### src/hdl/krt_pkg.sv
// Package for the keyed record table: item, result and record types,
// op and status codes, controller states and controller/datapath signal groups.
// No dependencies.
package krt_pkg;

  // Table depth default and the most results one list may give
  localparam int MAX_RECORDS_DEF = 32;
  localparam int RESULT_LIMIT    = 32;

  typedef enum logic [1:0] {
    OP_UPSERT = 2'd0,
    OP_REMOVE = 2'd1,
    OP_LIST   = 2'd2
  } op_t;

  typedef enum logic [2:0] {
    ST_UPDATED    = 3'd0,
    ST_APPENDED   = 3'd1,
    ST_FULL       = 3'd2,
    ST_REMOVED    = 3'd3,
    ST_NOT_FOUND  = 3'd4,
    ST_LIST_REC   = 3'd5,
    ST_LIST_EMPTY = 3'd6
  } status_t;

  typedef struct packed {
    logic [1:0]  op;
    logic [15:0] record_key;
    logic [15:0] record_flags;
    logic [15:0] record_size;
    logic [7:0]  list_limit;
  } item_t;

  typedef struct packed {
    logic [2:0]  status;
    logic [15:0] out_key;
    logic [15:0] out_flags;
    logic [15:0] out_size;
    logic [5:0]  record_count;
    logic        last;
  } result_t;

  // One table entry as held in the record memory
  typedef struct packed {
    logic [15:0] key;
    logic [15:0] flags;
    logic [15:0] size;
  } rec_t;

  typedef enum logic [2:0] {
    S_IDLE,
    S_SCAN,
    S_SHIFT,
    S_LIST,
    S_RESP
  } state_t;

  // Controller to datapath
  typedef struct packed {
    logic    load;         // capture the accepted item
    logic    scan_start;   // start a key search over the table
    logic    list_start;   // start a list walk
    logic    shift_start;  // start moving records down past the hit
    logic    step;         // advance the read pointer
    logic    upd_wr;       // overwrite the hit entry
    logic    app_wr;       // append at the end and bump the count
    logic    shift_wr;     // write back the record read last cycle one place lower
    logic    dec;          // drop the count by one
    logic    emit;         // send an op result
    logic    list_emit;    // send the record read last cycle as a list result
    status_t emit_status;
  } dp_cmd_t;

  // Datapath to controller
  typedef struct packed {
    logic hit;       // the entry read last cycle carries the key
    logic drained;   // pointer at its limit and nothing in flight
    logic room;      // table not full
    logic lim_zero;  // walk limit is zero
  } dp_stat_t;

endpackage

### src/hdl/krt_ram.sv
// Generic simple dual-port RAM: one write port, one read port, registered read.
// No dependencies.
module krt_ram #(
  parameter int WIDTH = 48,
  parameter int DEPTH = 32,
  localparam int AW = (DEPTH > 1) ? $clog2(DEPTH) : 1
) (
  input  logic             clk,
  input  logic             we,
  input  logic [AW-1:0]    waddr,
  input  logic [WIDTH-1:0] wdata,
  input  logic [AW-1:0]    raddr,
  output logic [WIDTH-1:0] rdata
);

  logic [WIDTH-1:0] mem [DEPTH];

  // Write and read, read data registered
  always_ff @(posedge clk) begin
    if (we) begin
      mem[waddr] <= wdata;
    end
    rdata <= mem[raddr];
  end

endmodule

### src/hdl/krt_dp.sv
// Datapath of the keyed record table: record memory, walk pointer, held count,
// item capture and result register. Depends on krt_pkg and krt_ram.
module krt_dp
  import krt_pkg::*;
#(
  parameter int MAX_RECORDS = MAX_RECORDS_DEF
) (
  input  logic     clk,
  input  logic     rst,
  input  item_t    item,
  input  dp_cmd_t  cmd,
  output dp_stat_t stat,
  output logic     result_valid,
  output result_t  result
);

  localparam int CW = $clog2(MAX_RECORDS + 1);
  localparam int AW = (MAX_RECORDS > 1) ? $clog2(MAX_RECORDS) : 1;

  logic [CW-1:0] count;
  logic [CW-1:0] ptr;
  logic [CW-1:0] pidx;
  logic [CW-1:0] lim;
  logic          pv;
  logic [15:0]   key_reg;
  logic [15:0]   flags_reg;
  logic [15:0]   size_reg;

  logic          we;
  logic [CW-1:0] widx;
  rec_t          wdata;
  rec_t          rdata;
  logic [CW-1:0] pidx_dn;
  logic [7:0]    count8;
  logic [7:0]    n_cnt;
  logic [7:0]    n_list;
  logic          more;

  krt_ram #(
    .WIDTH($bits(rec_t)),
    .DEPTH(MAX_RECORDS)
  ) u_rec_ram (
    .clk  (clk),
    .we   (we),
    .waddr(widx[AW-1:0]),
    .wdata(wdata),
    .raddr(ptr[AW-1:0]),
    .rdata(rdata)
  );

  // Status back to the controller
  assign more          = (ptr < lim);
  assign stat.hit      = pv && (rdata.key == key_reg);
  assign stat.drained  = !pv && !more;
  assign stat.room     = (count < CW'(MAX_RECORDS));
  assign stat.lim_zero = (lim == '0);

  // List length: held count, capped by the item's limit and the result limit
  assign count8 = 8'(count);
  assign n_cnt  = (count8 < item.list_limit) ? count8 : item.list_limit;
  assign n_list = (n_cnt > 8'(RESULT_LIMIT)) ? 8'(RESULT_LIMIT) : n_cnt;

  // Pick the write address and data
  assign pidx_dn = pidx - 1'b1;
  always_comb begin
    we    = 1'b0;
    widx  = pidx;
    wdata = '{key: key_reg, flags: flags_reg, size: size_reg};
    if (cmd.upd_wr) begin
      we = 1'b1;
    end else if (cmd.app_wr) begin
      we   = 1'b1;
      widx = count;
    end else if (cmd.shift_wr && pv) begin
      we    = 1'b1;
      widx  = pidx_dn;
      wdata = rdata;
    end
  end

  // Walk pointer, read pipeline flag and held count
  always_ff @(posedge clk) begin
    if (rst) begin
      ptr   <= '0;
      pidx  <= '0;
      lim   <= '0;
      pv    <= 1'b0;
      count <= '0;
    end else begin
      if (cmd.scan_start) begin
        ptr <= '0;
        pv  <= 1'b0;
        lim <= count;
      end else if (cmd.list_start) begin
        ptr <= '0;
        pv  <= 1'b0;
        lim <= CW'(n_list);
      end else if (cmd.shift_start) begin
        ptr <= pidx + 1'b1;
        pv  <= 1'b0;
      end else if (cmd.step) begin
        pv <= more;
        if (more) begin
          pidx <= ptr;
          ptr  <= ptr + 1'b1;
        end
      end
      if (cmd.app_wr) begin
        count <= count + 1'b1;
      end else if (cmd.dec) begin
        count <= count - 1'b1;
      end
    end
  end

  // Hold the accepted item's fields
  always_ff @(posedge clk) begin
    if (cmd.load) begin
      key_reg   <= item.record_key;
      flags_reg <= item.record_flags;
      size_reg  <= item.record_size;
    end
  end

  // Result register: one strobe per result
  always_ff @(posedge clk) begin
    if (rst) begin
      result_valid <= 1'b0;
    end else begin
      result_valid <= cmd.emit || (cmd.list_emit && pv);
    end
  end

  always_ff @(posedge clk) begin
    if (cmd.emit) begin
      result.status       <= cmd.emit_status;
      result.out_key      <= (cmd.emit_status == ST_LIST_EMPTY) ? 16'd0 : key_reg;
      result.out_flags    <= 16'd0;
      result.out_size     <= 16'd0;
      result.record_count <= 6'(count);
      result.last         <= 1'b1;
    end else if (cmd.list_emit && pv) begin
      result.status       <= ST_LIST_REC;
      result.out_key      <= rdata.key;
      result.out_flags    <= rdata.flags;
      result.out_size     <= rdata.size;
      result.record_count <= 6'(count);
      result.last         <= (CW'(pidx + 1'b1) == lim);
    end
  end

  // Count stays within the table depth
  a_count_range: assert property (@(posedge clk) disable iff (rst)
    count <= CW'(MAX_RECORDS))
    else $error("held count beyond table depth");

  // Append only into a table with room
  a_app_room: assert property (@(posedge clk) disable iff (rst)
    cmd.app_wr |-> stat.room)
    else $error("append into a full table");

  // A shift write never targets below entry zero
  a_shift_idx: assert property (@(posedge clk) disable iff (rst)
    (cmd.shift_wr && pv) |-> (pidx != '0))
    else $error("shift write below entry zero");

endmodule

### src/hdl/krt_ctrl.sv
// Controller of the keyed record table: sequences search, update, append,
// shift-down and list walks. Depends on krt_pkg.
module krt_ctrl
  import krt_pkg::*;
(
  input  logic     clk,
  input  logic     rst,
  input  logic     start,
  input  logic [1:0] op,
  input  dp_stat_t stat,
  output logic     busy,
  output dp_cmd_t  cmd
);

  state_t     state;
  state_t     state_next;
  logic [1:0] op_reg;
  logic [1:0] op_reg_next;
  status_t    rsp;
  status_t    rsp_next;

  assign busy = (state != S_IDLE);

  // State and held op/status
  always_ff @(posedge clk) begin
    if (rst) begin
      state  <= S_IDLE;
      op_reg <= OP_UPSERT;
      rsp    <= ST_UPDATED;
    end else begin
      state  <= state_next;
      op_reg <= op_reg_next;
      rsp    <= rsp_next;
    end
  end

  // Next state and datapath commands
  always_comb begin
    state_next      = state;
    op_reg_next     = op_reg;
    rsp_next        = rsp;
    cmd             = '0;
    cmd.emit_status = rsp;
    case (state)
      S_IDLE: begin
        if (start) begin
          cmd.load    = 1'b1;
          op_reg_next = op;
          case (op)
            OP_UPSERT, OP_REMOVE: begin
              cmd.scan_start = 1'b1;
              state_next     = S_SCAN;
            end
            OP_LIST: begin
              cmd.list_start = 1'b1;
              state_next     = S_LIST;
            end
            default: state_next = S_IDLE;
          endcase
        end
      end
      S_SCAN: begin
        if (stat.hit) begin
          if (op_reg == OP_UPSERT) begin
            cmd.upd_wr = 1'b1;
            rsp_next   = ST_UPDATED;
            state_next = S_RESP;
          end else begin
            cmd.shift_start = 1'b1;
            state_next      = S_SHIFT;
          end
        end else if (stat.drained) begin
          state_next = S_RESP;
          if (op_reg == OP_UPSERT) begin
            if (stat.room) begin
              cmd.app_wr = 1'b1;
              rsp_next   = ST_APPENDED;
            end else begin
              rsp_next = ST_FULL;
            end
          end else begin
            rsp_next = ST_NOT_FOUND;
          end
        end else begin
          cmd.step = 1'b1;
        end
      end
      S_SHIFT: begin
        cmd.step     = 1'b1;
        cmd.shift_wr = 1'b1;
        if (stat.drained) begin
          cmd.dec    = 1'b1;
          rsp_next   = ST_REMOVED;
          state_next = S_RESP;
        end
      end
      S_LIST: begin
        cmd.step      = 1'b1;
        cmd.list_emit = 1'b1;
        if (stat.drained) begin
          if (stat.lim_zero) begin
            rsp_next   = ST_LIST_EMPTY;
            state_next = S_RESP;
          end else begin
            state_next = S_IDLE;
          end
        end
      end
      S_RESP: begin
        cmd.emit   = 1'b1;
        state_next = S_IDLE;
      end
      default: state_next = S_IDLE;
    endcase
  end

  // The response state lasts one cycle
  a_resp_once: assert property (@(posedge clk) disable iff (rst)
    (state == S_RESP) |=> (state == S_IDLE))
    else $error("response state held");

  // Stepping never coincides with a walk start
  a_step_excl: assert property (@(posedge clk) disable iff (rst)
    cmd.step |-> !(cmd.scan_start || cmd.list_start || cmd.shift_start))
    else $error("step during walk start");

  // Writes to the table are never doubled up
  a_wr_excl: assert property (@(posedge clk) disable iff (rst)
    $countones({cmd.upd_wr, cmd.app_wr, cmd.shift_wr}) <= 1)
    else $error("conflicting table writes");

endmodule

### src/hdl/keyed_record_table_upsert_core.sv
// Top level of the keyed record table: controller plus datapath.
// Depends on krt_pkg, krt_ctrl, krt_dp (and krt_ram through krt_dp).
//
//  channel  | handshake                   | payload
//  ---------+-----------------------------+-----------------------------
//  item in  | start high while busy low   | item   (item_t)
//  result   | result_valid, one cycle     | result (result_t)
//
// Upsert: the scan reads entries in turn; a hit overwrites that entry, a miss
// appends at the end, or reports full when there is no room. Remove: a hit moves
// the later records down one place and drops the count; a miss reports not found.
// List: one result per cycle, capped by count, item limit and RESULT_LIMIT; an
// empty list gives one. The record memory's single read port reads one entry a cycle.
// Reset clears the held count to an empty table; no memory clear pass.
// The receiver cannot stall results; busy alone holds items off.
module keyed_record_table_upsert_core
  import krt_pkg::*;
#(
  parameter int MAX_RECORDS = MAX_RECORDS_DEF
) (
  input  logic    clk,
  input  logic    rst,
  input  logic    start,
  output logic    busy,
  input  item_t   item,
  output logic    result_valid,
  output result_t result
);

  dp_cmd_t  cmd;
  dp_stat_t stat;

  krt_ctrl u_ctrl (
    .clk  (clk),
    .rst  (rst),
    .start(start),
    .op   (item.op),
    .stat (stat),
    .busy (busy),
    .cmd  (cmd)
  );

  krt_dp #(
    .MAX_RECORDS(MAX_RECORDS)
  ) u_dp (
    .clk         (clk),
    .rst         (rst),
    .item        (item),
    .cmd         (cmd),
    .stat        (stat),
    .result_valid(result_valid),
    .result      (result)
  );

endmodule
### config.mk
export PLATFORM = sky130hd
export DESIGN_NAME = keyed_record_table_upsert_core
export DESIGN_NICKNAME = d
export VERILOG_FILES = /design/src/hdl/krt_pkg.sv /design/src/hdl/krt_ram.sv /design/src/hdl/krt_dp.sv /design/src/hdl/krt_ctrl.sv /design/src/hdl/keyed_record_table_upsert_core.sv
export SDC_FILE = /design/constraint.sdc
export NUM_CORES = 2
export LEC_CHECK = 0
export BUFFER_PORTS_ARGS = -buffer_cell sky130_fd_sc_hd__buf_2
export CAP_MARGIN = 20
export CORE_MARGIN = 3
export CORE_UTILIZATION = 49
export CTS_CLUSTER_SIZE = 14
export DETAILED_ROUTE_END_ITERATION = 10
export PLACE_DENSITY = 0.63
export REMOVE_ABC_BUFFERS = 1
export SYNTH_ARGS = -nofsm -noshare
export SYNTH_HDL_FRONTEND = slang
export SYNTH_SLANG_ARGS = --single-unit
export TNS_END_PERCENT = 5
### constraint.sdc
create_clock -name clk -period 8.4 [get_ports clk]
set_input_delay 0.42 -clock clk [delete_from_list [all_inputs] [get_ports clk]]
set_output_delay 0.42 -clock clk [all_outputs]
set_load 0.01 [all_outputs]
==> impl_results.md <==
- Max VDD drop: 0.000161 V
- WL per Instance: 30.8 um
- Drt initial violations: 4,079
- Global-route wire length before repair: 233,000 um
- Final Cycle Share: 59.0%
- Hold Crit Class: in2reg
- Clk buf depth: 3
- Starting Density: 49.5%
- CTS Root Cell: clkbuf_16
- Max FFs per register: 1,536
- Gr usage total: 23.3%
- Synth Area in XOR/XNOR: 0.462%
- Synth Area per Inst: 21.6 um2
- Placer Congestion: 0.841
- Top Registers: u_dp.u_rec_ram.mem x1536, u_dp.result x58, u_dp.u_rec_ram.rdata x48
- Post-synth EDFFs: 1,609
- Cell area after layout: 75,300 um2
- Combinational family with the most area after synthesis: multiplexers
- Die height: 374 um
- Post-synth top area share: 72.9%
- Slew Limit Headroom: 23.3%
- Post-route worst setup slack: 3440 ps
- FF-to-FF setup slack: 3440 ps
- Port Buf Inserts: 120
- Syn. warnings: 0
- Initial antenna violation count: 1
- Crit Path Class: reg2reg
- Synth top area cells: edfxtp_1 73%, mux4_2 16%, dfxtp_1 3.5%
- Tmin final: 4960 ps
- Worst path required time: 8800 ps
- Post-route DRC: 0
- Post-synthesis compound-gate area fraction: 1.68%
- Count leader, synth: edfxtp_1
- Ys async rst share: 0%
- Vias after detailed routing: 32,200
- DRT Pass-1 Iters: 7
- Synthesized cell area: 66,300 um2
- Final setup fails: 0
- Final Hold Vio Count: 0
- TritonCTS clock tree: yes
- Most used DFF post-synth: edfxtp_1
- Adder-Cell Fraction of Synth Area: 0.351%
- GR Overflow Total: 0
- Synthesized flop and latch total: 1,724
- Die Area: 140,000 um2
- Synth area leader: edfxtp_1
- Cell Rows: 134
- Power Density: 250 nW/um2
- Layout area overhead: 13.6%
- TritonCTS Sinks: 1,724
- Worst skew pair latency: 800 ps
- H-tree levels: 4
- Core Region: 134,000 um2
- Total design power: 18.8 mW
- Detail-routed via count per cell: 6.13
- Seq/Total Area, Yosys: 76.3%
- RSZ-0062 raised after global routing: no
- Routed wire length: 162,000 um
- Fmax: 202 MHz
- Nets: 3,409
- Layout cells sized above 1: 29.4%
- Max Cap Viol: 0
- Pleak: 23.4 nW
- Detail Route Antenna Nets: 0
- Biggest register: u_dp.u_rec_ram.mem
- Measured slew at the worst slew-check pin: 1150 ps
- CP arrival: 5360 ps
- DP HPWL: 82,700 um
- Number of CTS-inserted buffers: 171
- Worst-path maximum fanout: 34
- Gate Count Post-Synth: 3,075
- Layout Skew: 26.3 ps
- Post-Synth Simple-Gate Area: 2.76%
- Area after DPL: 69,200 um2
- Startpoint Class: register
- Number of global-route vias before repair: 33,100
- Max-slew violations: 0
- Mux cell area share after synthesis: 17.2%
- Dpl ws: 3350 ps
- Critical Path End Type: register
- Top post-synthesis cells by count: 1,609 x edfxtp_1, 480 x mux4_2, 241 x nand2_1
- Fillers: 9,732
- Die X: 374 um
- Largest net degree at the start of global routing: 112
- Io pins: 121
- Number of distinct library cells after synthesis: 68
- Setup tns final: 0 ps
- Run status: completed
- Clk pin slew, worst setup/hold paths: 60 ps
critical path, cell delays in order, from the launching register on:
cell and delay [ps]:
dfxtp_1 670, and4bb_4 790, nand2_1 330, o31ai_1 340, o211a_1 200, nand3_1 480
nor2_4 900, buf_4 810
metrics by stage:
step,std cells,utilization [%],hold WS [ps]
final,5248,56.2,67.3
after global routing,5247,56.2,49.5
after CTS,5246,56.2,6.85
after detailed placement,4870,51.7,445
after global placement,4869,51.7,442
after floorplan,2913,-,432
power breakdown:
| part | internal, mW | switching, mW |
|---|---|---|
| combinational | 0.653 | 0.858 |
| sequential | 9.73 | 0.147 |
| clock | 4.25 | 3.18 |
area by class of cell:
type / instances / area (um2) / area share (%)
diodes: 1 / 2.50 / 0.00332
clock buffers: 235 / 4750 / 6.31
clock inverters: 87 / 761 / 1.01
inverters: 24 / 91.3 / 0.121
multi-input cells: 1165 / 15100 / 20.1
flip-flops and latches: 1724 / 50600 / 67.2
well taps: 1768 / 2210 / 2.94
repair buffers: 244 / 1710 / 2.27
layout by cell type, fill, tap and decap left out, types with 17 or more instances in the layout:
| cell type | count |
|---|---|
| dlygate4sd3_1 | 54 |
| clkbuf_1 | 44 |
| o21ai_0 | 18 |
| buf_2 | 120 |
| edfxtp_1 | 1609 |
| clkinv_1 | 29 |
| nand3_1 | 17 |
| inv_1 | 22 |
| ha_1 | 17 |
| mux2_2 | 48 |
| buf_4 | 67 |
| nand2_1 | 241 |
| clkbuf_16 | 174 |
| mux4_2 | 480 |
| dfxtp_1 | 110 |
| nor2_1 | 42 |
| a21oi_1 | 59 |
| clkbuf_8 | 17 |
| xnor2_1 | 28 |
| clkinv_2 | 33 |
routing by layer:
| layer | routed length [um] | share of wire [%] | global-route usage, % | up-vias |
|---|---|---|---|---|
| li1 | - | - | - | 13300 |
| met1 | 66400 | 41 | 33.4 | 17200 |
| met2 | 77900 | 48 | 36.6 | 1433 |
| met3 | 13400 | 8.3 | 4.70 | 247 |
| met4 | 4030 | 2.5 | 7.03 | 2 |
| met5 | 14 | 0.0087 | 0 | - |
final timing paths:
kind	startpoint	to	cells after the start
worst min-delay path	item[1]	u_dp.lim[1]$_SDFFE_PP0P_	3
worst max-delay path	u_ctrl.state[1]$_SDFFE_PP0P_	u_dp.u_rec_ram.mem[13][24]$_DFFE_PP_	7
worst max register to register	u_ctrl.state[1]$_SDFFE_PP0P_	u_dp.u_rec_ram.mem[13][24]$_DFFE_PP_	7
worst min register to register	u_dp.result[30]$_SDFFE_PP0P_	u_dp.result[30]$_SDFFE_PP0P_	2
cell families after synthesis:
logic type | Yosys count
XOR/XNOR | 35
buffers and inverters | 186
adder cells (fa/ha/maj) | 18
multiplexers | 535
AO/OA/AOI/OAI | 169
flip-flops | 1724
AND/OR/NAND/NOR | 408
repair_timing:
item / 4_1_cts / 5_1_grt
resized for setup: 0 / 0
setup buffers: 0 / 0
hold buffers: 54 / 0
hold endpoints to repair: 55 / 0
(Power assumes the default switching activity.)
